### config.mk
export PLATFORM = sky130hd
export DESIGN_NAME = integer_square_root_rounded_top
export DESIGN_NICKNAME = d
export VERILOG_FILES = /design/src/rtl/isqrr_pkg.sv /design/src/rtl/isqrr_cell.sv /design/src/rtl/isqrr_round.sv /design/src/rtl/integer_square_root_rounded_top.sv
export SDC_FILE = /design/constraint.sdc
export NUM_CORES = 1
export LEC_CHECK = 0
export ABC_CLOCK_PERIOD_IN_PS = 53000
export BUFFER_PORTS_ARGS = -buffer_cell sky130_fd_sc_hd__buf_2
export CAP_MARGIN = 5
export CORE_MARGIN = 1.5
export CORE_UTILIZATION = 50
export DETAILED_ROUTE_END_ITERATION = 12
export PLACE_DENSITY = 0.73
export SLEW_MARGIN = 20
export SYNTH_ARGS = -nofsm -noshare
export SYNTH_HDL_FRONTEND = slang
export SYNTH_SLANG_ARGS = --single-unit
### constraint.sdc
create_clock -name clk_i -period 53 [get_ports clk_i]
set_clock_uncertainty 0.1 [all_clocks]
set_input_delay 10.6 -clock clk_i [delete_from_list [all_inputs] [get_ports clk_i]]
set_output_delay 10.6 -clock clk_i [all_outputs]
set_load 0.03 [all_outputs]
### src/rtl/isqrr_pkg.sv
// Shared constants for the rounded integer square root block.
`default_nettype none

package isqrr_pkg;

  localparam int unsigned RADICAND_W  = 32;
  localparam int unsigned MODE_W      = 2;
  localparam int unsigned ROOT_W      = 17;
  localparam int unsigned IN_TDATA_W  = 32;
  localparam int unsigned OUT_TDATA_W = 24;
  localparam int unsigned ROOT_BITS_DEF = 16;

  localparam logic [MODE_W-1:0] MODE_DOWN    = 2'd0;
  localparam logic [MODE_W-1:0] MODE_NEAREST = 2'd1;
  localparam logic [MODE_W-1:0] MODE_UP      = 2'd2;

endpackage

`default_nettype wire

### src/rtl/isqrr_cell.sv
// One restoring square root step: bring down a bit pair, trial subtract, register.
`default_nettype none

module isqrr_cell
  import isqrr_pkg::*;
#(
  parameter int unsigned ROOT_BITS = ROOT_BITS_DEF
) (
  input  wire logic                   clk_i,
  input  wire logic                   rst_ni,
  input  wire logic                   en_i,
  input  wire logic                   valid_i,
  input  wire logic [2*ROOT_BITS-1:0] rad_i,
  input  wire logic [ROOT_BITS-1:0]   root_i,
  input  wire logic [ROOT_BITS+1:0]   rem_i,
  input  wire logic [MODE_W-1:0]      mode_i,
  output logic                        valid_o,
  output logic [2*ROOT_BITS-1:0]      rad_o,
  output logic [ROOT_BITS-1:0]        root_o,
  output logic [ROOT_BITS+1:0]        rem_o,
  output logic [MODE_W-1:0]           mode_o
);

  localparam int unsigned RW = ROOT_BITS + 2;

  logic [RW+1:0]          cur;
  logic [RW+1:0]          trial;
  logic [RW+1:0]          diff;
  logic                   ge;
  logic                   valid_q;
  logic [2*ROOT_BITS-1:0] rad_q;
  logic [ROOT_BITS-1:0]   root_q;
  logic [RW-1:0]          rem_q;
  logic [MODE_W-1:0]      mode_q;

  assign cur   = {rem_i, rad_i[2*ROOT_BITS-1 -: 2]};
  assign trial = {2'b00, root_i, 2'b01};
  assign ge    = (cur >= trial);
  assign diff  = cur - trial;

  always_ff @(posedge clk_i or negedge rst_ni) begin
    if (!rst_ni) begin
      valid_q <= 1'b0;
    end else if (en_i) begin
      valid_q <= valid_i;
    end
  end

  always_ff @(posedge clk_i) begin
    if (en_i) begin
      rad_q  <= {rad_i[2*ROOT_BITS-3:0], 2'b00};
      root_q <= {root_i[ROOT_BITS-2:0], ge};
      rem_q  <= ge ? diff[RW-1:0] : cur[RW-1:0];
      mode_q <= mode_i;
    end
  end

  assign valid_o = valid_q;
  assign rad_o   = rad_q;
  assign root_o  = root_q;
  assign rem_o   = rem_q;
  assign mode_o  = mode_q;

endmodule

`default_nettype wire

### src/rtl/isqrr_round.sv
// Final rounding stage and output register.
`default_nettype none

module isqrr_round
  import isqrr_pkg::*;
#(
  parameter int unsigned ROOT_BITS = ROOT_BITS_DEF
) (
  input  wire logic                 clk_i,
  input  wire logic                 rst_ni,
  input  wire logic                 en_i,
  input  wire logic                 valid_i,
  input  wire logic [ROOT_BITS-1:0] root_i,
  input  wire logic [ROOT_BITS+1:0] rem_i,
  input  wire logic [MODE_W-1:0]    mode_i,
  output logic                      valid_o,
  output logic [ROOT_W-1:0]         root_o
);

  logic                        inc;
  logic [ROOT_BITS:0]          sum;
  logic [ROOT_BITS+ROOT_W:0]   wide;
  logic                        valid_q;
  logic [ROOT_W-1:0]           root_q;

  always_comb begin
    case (mode_i)
      MODE_NEAREST: inc = (rem_i > {2'b00, root_i});
      MODE_UP:      inc = (rem_i != '0);
      default:      inc = 1'b0;
    endcase
  end

  assign sum  = {1'b0, root_i} + {{ROOT_BITS{1'b0}}, inc};
  assign wide = {{ROOT_W{1'b0}}, sum};

  always_ff @(posedge clk_i or negedge rst_ni) begin
    if (!rst_ni) begin
      valid_q <= 1'b0;
    end else if (en_i) begin
      valid_q <= valid_i;
    end
  end

  always_ff @(posedge clk_i) begin
    if (en_i) begin
      root_q <= wide[ROOT_W-1:0];
    end
  end

  assign valid_o = valid_q;
  assign root_o  = root_q;

endmodule

`default_nettype wire

### src/rtl/integer_square_root_rounded_top.sv
// Rounded integer square root: a row of step cells followed by a rounding stage.
// Each item passes through one register per cell and then the rounding register on its way to the output.
// Throughput: one item per cycle; the whole row advances whenever the output register is
// empty or being taken, so a stall at the output holds every cell.
// Reset clears the valid bit of every cell and of the output; data registers are not reset.
`default_nettype none

module integer_square_root_rounded_top
  import isqrr_pkg::*;
#(
  parameter int unsigned ROOT_BITS = ROOT_BITS_DEF
) (
  input  wire logic                   clk_i,
  input  wire logic                   rst_ni,
  input  wire logic                   s_axis_tvalid,
  output logic                        s_axis_tready,
  input  wire logic [IN_TDATA_W-1:0]  s_axis_tdata,  // [31:0] radicand
  input  wire logic [MODE_W-1:0]      s_axis_tuser,  // [1:0] rounding_mode
  output logic                        m_axis_tvalid,
  input  wire logic                   m_axis_tready,
  output logic [OUT_TDATA_W-1:0]      m_axis_tdata   // [16:0] root, rest zero
);

  localparam int unsigned RAD_W = 2 * ROOT_BITS;

  logic                   adv;
  logic [RAD_W+RADICAND_W-1:0] rad_ext;
  logic                   valid_w [ROOT_BITS+1];
  logic [RAD_W-1:0]       rad_w   [ROOT_BITS];
  logic [ROOT_BITS-1:0]   root_w  [ROOT_BITS+1];
  logic [ROOT_BITS+1:0]   rem_w   [ROOT_BITS+1];
  logic [MODE_W-1:0]      mode_w  [ROOT_BITS+1];
  logic [ROOT_W-1:0]      root_out;

  assign adv           = !m_axis_tvalid || m_axis_tready;
  assign s_axis_tready = adv;

  assign rad_ext   = {{RAD_W{1'b0}}, s_axis_tdata};
  assign valid_w[0] = s_axis_tvalid;
  assign rad_w[0]   = rad_ext[RAD_W-1:0];
  assign root_w[0]  = '0;
  assign rem_w[0]   = '0;
  assign mode_w[0]  = s_axis_tuser;

  for (genvar k = 0; k < ROOT_BITS; k++) begin : g_cell
    if (k < ROOT_BITS - 1) begin : g_mid
      isqrr_cell #(
        .ROOT_BITS(ROOT_BITS)
      ) u_cell (
        .clk_i  (clk_i),
        .rst_ni (rst_ni),
        .en_i   (adv),
        .valid_i(valid_w[k]),
        .rad_i  (rad_w[k]),
        .root_i (root_w[k]),
        .rem_i  (rem_w[k]),
        .mode_i (mode_w[k]),
        .valid_o(valid_w[k+1]),
        .rad_o  (rad_w[k+1]),
        .root_o (root_w[k+1]),
        .rem_o  (rem_w[k+1]),
        .mode_o (mode_w[k+1])
      );
    end else begin : g_last
      isqrr_cell #(
        .ROOT_BITS(ROOT_BITS)
      ) u_cell (
        .clk_i  (clk_i),
        .rst_ni (rst_ni),
        .en_i   (adv),
        .valid_i(valid_w[k]),
        .rad_i  (rad_w[k]),
        .root_i (root_w[k]),
        .rem_i  (rem_w[k]),
        .mode_i (mode_w[k]),
        .valid_o(valid_w[k+1]),
        .rad_o  (),
        .root_o (root_w[k+1]),
        .rem_o  (rem_w[k+1]),
        .mode_o (mode_w[k+1])
      );
    end
  end

  isqrr_round #(
    .ROOT_BITS(ROOT_BITS)
  ) u_round (
    .clk_i  (clk_i),
    .rst_ni (rst_ni),
    .en_i   (adv),
    .valid_i(valid_w[ROOT_BITS]),
    .root_i (root_w[ROOT_BITS]),
    .rem_i  (rem_w[ROOT_BITS]),
    .mode_i (mode_w[ROOT_BITS]),
    .valid_o(m_axis_tvalid),
    .root_o (root_out)
  );

  assign m_axis_tdata = {{(OUT_TDATA_W-ROOT_W){1'b0}}, root_out};

endmodule

`default_nettype wire

Word level (Yosys, flattened, before mapping)
Index checks and enable logic that the tools add are counted.
{ "op_classes": {"addsub": 17, "mul": 0, "n_div": 0, "magnitude_cmp": 17, "n_eq_ne": 2, "shifts": 0, "muxes": 17, "bitwise": 0, "n_reduce_logical": 3} }
{ "op_table": {"columns": ["op", "n"], "rows": [
  ["18-bit 2-to-1 mux", 15],
  ["20-bit by 10-bit >= comparator with 1-bit output", 1],
  ["20-bit by 11-bit >= comparator with 1-bit output", 1],
  ["20-bit by 12-bit >= comparator with 1-bit output", 1],
  ["20-bit by 13-bit >= comparator with 1-bit output", 1],
  ["20-bit by 14-bit >= comparator with 1-bit output", 1],
  ["20-bit by 15-bit >= comparator with 1-bit output", 1],
  ["20-bit by 16-bit >= comparator with 1-bit output", 1],
  ["20-bit by 17-bit >= comparator with 1-bit output", 1],
  ["20-bit by 3-bit >= comparator with 1-bit output", 1],
  ["20-bit by 4-bit >= comparator with 1-bit output", 1],
  ["20-bit by 5-bit >= comparator with 1-bit output", 1],
  ["20-bit by 6-bit >= comparator with 1-bit output", 1],
  ["20-bit by 7-bit >= comparator with 1-bit output", 1],
  ["20-bit by 8-bit >= comparator with 1-bit output", 1],
  ["20-bit by 9-bit >= comparator with 1-bit output", 1],
  ["18-bit by 16-bit > comparator with 1-bit output", 1],
  ["18-bit nonzero test", 1],
  ["18-bit by 10-bit subtractor with 18-bit output", 1],
  ["18-bit by 11-bit subtractor with 18-bit output", 1],
  ["18-bit by 12-bit subtractor with 18-bit output", 1],
  ["18-bit by 13-bit subtractor with 18-bit output", 1],
  ["18-bit by 14-bit subtractor with 18-bit output", 1],
  ["18-bit by 15-bit subtractor with 18-bit output", 1],
  ["18 further kinds", 18]
]} }
{ "word_totals": {"reg_bits": 715, "latch_bits": 0, "mem_bits_rw": 0, "mem_bits_ro": 0, "input_bits": 38, "output_inout_bits": 26, "wordCells": 138, "mem_count": 0} }

Depth between registers and ports, before layout
{ "logic_depth": {"word_depth": 3, "ltp_mapped": 15, "depth_no_buf": 15} }

Hierarchy
From an unflattened synthesis, not the netlist that was laid out.
{ "unflattened": {"cells_unflattened": 3881, "area_unflattened_um2": 53154.7} }
{ "by_module_without_submodules": {"columns": ["module", "instances", "cells_per_inst", "area_per_inst_um2", "seq_area_each_um2"], "rows": [
  ["isqrr_cell", 16, 234, 3234.4, 2006.9],
  ["isqrr_round", 1, 128, 1342.5, 535.5],
  ["integer_square_root_rounded_top", 1, 9, 62.6, 0.0]
]} }

Worst setup path after synthesis
OpenSTA, ideal clock, no wires.
{ "synth_path": {"kind": "in2out", "start": "input port m_axis_tready", "end": "output port s_axis_tready", "arrival_ns": 24.560, "required_ns": 42.300, "path_slack_ns": 17.740, "cell_stages": 4, "n_path_buf": 2, "cell_sequence": "nor2b_1 > clkbuf_1 > buf_1 > inv_1"} }
{ "synth_via": {"elab_chain_len": 1} }
{ "synth_rtl": {"columns": ["element", "line", "source"], "rows": [
  ["start: declaration", "integer_square_root_rounded_top.sv:20", "input wire logic m_axis_tready,"],
  ["1-bit logical OR", "integer_square_root_rounded_top.sv:35", "assign adv = !m_axis_tvalid || m_axis_tready;"],
  ["end: declaration", "integer_square_root_rounded_top.sv:16", "output logic s_axis_tready,"]
]} }
No other way between the ends.

Worst setup path in the final report
Ends and elaborated chain as after synthesis.

==> run summary <==
Post-synth EDFFs: 693
Worst R2R End: g_cell[8].g_mid.u_cell.rem_o[15]
Synth-to-layout area growth: 11.2%
Most frequent cells in the layout: edfxtp_1, inv_1, ha_1, nor2_1, a21oi_1
Async SR Flop Fraction: 2.39%
Ant diodes: 0
CP peak stage delay: 0.66 ns
FMAX: 44.2 MHz
Worst-Skew Late Latency: 0.63 ns
DR pass1 iterations: 5
Startpoint Class: input pin
Hold path start: g_cell[8].g_mid.u_cell.rad_o[28]
Setup violations, final: 0
Post-route ant nets: 0
GR Util All Layers: 18.4%
Worst-path clk slew: 0.06 ns
RePlAce Congestion: 0.886
Share of layout cells above drive strength 1: 9.74%
Vias per cell: 5.58
Root Buffer: clkbuf_16
Yosys warns: 0
Remaining Overflow, GRT: 0
RSZ-0062 raised after global routing: false
Register area share after synthesis: 63.5%
TritonCTS clock tree: yes
Slew headroom: 30.4%
Crit path kind: input pin to primary output
Reg2Reg Launch Point: u_round.valid_o
Cell variety after synth: 86
Top cells by area, synth: edfxtp_1, ha_1, xnor2_1, xor2_1, inv_1
Family with the most delay on the worst path: buffers and inverters
Starting Density: 50.7%
Period utilization: 42.7%
Prevailing post-synth register cell: edfxtp_1
Reg2reg setup slack: 49.05 ns
Initial DRC Count: 1577
Vias in the first global route: 19100
Post-CTS Setup Repair Bufs: 0
Core area: 66000 um^2
Status: complete, no violations
Post-CTS Resized: 0
Minimum clock period: 22.63 ns
Synth top area share: 62.3%
CP max FO: 148
Via count: 19900
Worst-margin pin slew: 1.04 ns
Largest area contributor in the netlist: edfxtp_1
DRC: 0
Hold depth: 0
Final Max Slew Viols: 0
PwrDens: 59.6 nW/um^2
Critical Path, Cell by Cell: buf_2, nor2b_1, buf_4, inv_8, buf_2
Cell mode on critical path: buf_2
Clk buf depth: 3
# port buffers: 56
Flops & latches, synth: 710
Synth Instances: 2525
Largest net degree at the start of global routing: 164
Pleak: 14.6 nW
Data required time at the worst endpoint: 42.30 ns
DP Wirelength: 44300 um
Final setup TNS: 0 ns
HP Class: flop to flop
Syn Std Cell Area: 33400 um^2
CP Capture Type: primary output
Initial antenna violation count: 0
Row count: 94
Post-Synthesis Mean Instance Area: 13.2 um^2
Clk sinks: 710
Hold Path Sink: g_cell[9].g_mid.u_cell.rad_o[30]
# H-tree levels: 3
Hold_buf cts: 0
DIE WIDTH: 262 um
CTS Buf Count: 76
Worst path bufs/invs: 4
Max Cap Viol: 0
Filler instances: 5204
Routed Wire Length: 62300 um
Post-DR wirelength/cell: 17.5 um
Endpoints failing hold: 0
Nets: 2842
Die H: 262 um
Placed cells: 3415
Ports: 64
R2R cell count: 5
Slowest-stage cell, CP: inv_8
Die ar.: 68400 um^2
Worst vdd ir: 0.0362 mV
First-pass GRT wire length: 99900 um
Most common cell after layout, fill and taps aside: edfxtp_1
Crit path DAT: 11.93 ns
Total power: 2.21 mW
Finished Layout Cells: 3555
[cell usage after synthesis, types with 8 or more instances]
cell type / number
inv_1: 205
ha_1: 175
nor4b_1: 8
a31oi_1: 12
nor3b_1: 10
dfrtp_1: 17
nand3b_1: 12
o31ai_1: 19
and3_1: 14
a21o_1: 37
buf_4: 8
nor2b_1: 25
xnor2_1: 109
mux2_1: 10
edfxtp_1: 693
mux2_2: 50
a21oi_1: 135
o21a_1: 37
nand3_1: 46
nor2_1: 153
clkbuf_1: 28
o211ai_1: 24
mux2i_1: 9
a211oi_1: 20
nand2_1: 102
o31a_1: 9
a21boi_0: 8
or4_1: 19
nand2b_1: 32
nor3_1: 72
nor4_1: 26
o21ai_1: 12
o21ai_0: 102
xor2_1: 89
or3_1: 34
nand4_1: 30
[flip-flops by register name (all words and copies together) (netlist names)]
register and count:
u_round.valid_o 1, g_cell.g_last.u_cell.valid_o 1, g_cell.g_mid.u_cell.mode_o 30, g_cell.g_last.u_cell.mode_o 2
g_cell.g_mid.u_cell.valid_o 15, u_round.root_o 17, g_cell.g_last.u_cell.root_o 16, g_cell.g_mid.u_cell.root_o 120
g_cell.g_mid.u_cell.rem_o 250, g_cell.g_mid.u_cell.rad_o 240, g_cell.g_last.u_cell.rem_o 18
[layer usage]
layer / track usage, % / share of wire (%) / vias to the layer above / wire length (um)
met3: 3.01 / 4.9 / 95 / 3050
met2: 29.0 / 46 / 470 / 28700
met4: 5.24 / 2.2 / 0 / 1360
li1: - / - / 9664 / -
met5: 0 / 0 / - / 0
met1: 26.4 / 47 / 9622 / 29200
[kinds of logic after synthesis]
kind of cell,count (synthesis),synth area share [%]
compound gates,491,9.45
xor+xnor,199,5.24
fa+ha+maj,175,6.55
buf+inv,255,3.03
flops,710,63.5
mux,71,2.38
other cells,1,0.0112
simple gates,623,9.80
[area by class of cell]
type	count	area, um^2	share of cell area [%]
sequential	710	21200	57.1
clock inverter	48	510	1.37
tap	864	1080	2.91
clock buffer	92	1980	5.34
multi-input combinational	1567	11200	30.1
timing repair buffer	65	360	0.970
inverter	209	792	2.13
[per-stage QoR]
stage | setup WS (ns) | util, % | hold slack, ns | area, um^2
5_1_grt | 30.24 | 56.3 | 0.320 | 37200
3_5_place_dp | 30.28 | 52.5 | 0.305 | 34700
3_3_place_gp | 30.31 | 52.5 | 0.301 | 34700
6_report | 30.37 | 56.3 | 0.313 | 37200
4_1_cts | 30.28 | 56.3 | 0.311 | 37200
2_1_floorplan | 17.74 | - | 0.300 | 33400
[worst reg2reg max path: cells and delay by family (launching register included)]
family,cells,cell delay [ns]
buffers and inverters,4,2.88
DFF,1,0.37
and+or+nand+nor,1,0.13
[power breakdown]
group	internal (mW)	switching, mW	total [mW]	leakage [nW]
clock network	0.300	0.220	0.520	1.20
logic	0.265	0.379	0.645	6.60
registers	0.927	0.122	1.05	6.83
total	1.49	0.721	2.21	14.6
[worst max path at each step]
stage | depth (start not counted) | startpoint | endpoint
6_report | 5 | m_axis_tready | s_axis_tready
5_1_grt | 5 | m_axis_tready | s_axis_tready
4_1_cts | 5 | m_axis_tready | s_axis_tready
3_5_place_dp | 5 | m_axis_tready | s_axis_tready
3_3_place_gp | 5 | m_axis_tready | s_axis_tready
2_1_floorplan | 4 | m_axis_tready | s_axis_tready
Power figures use the tool's default switching activity.
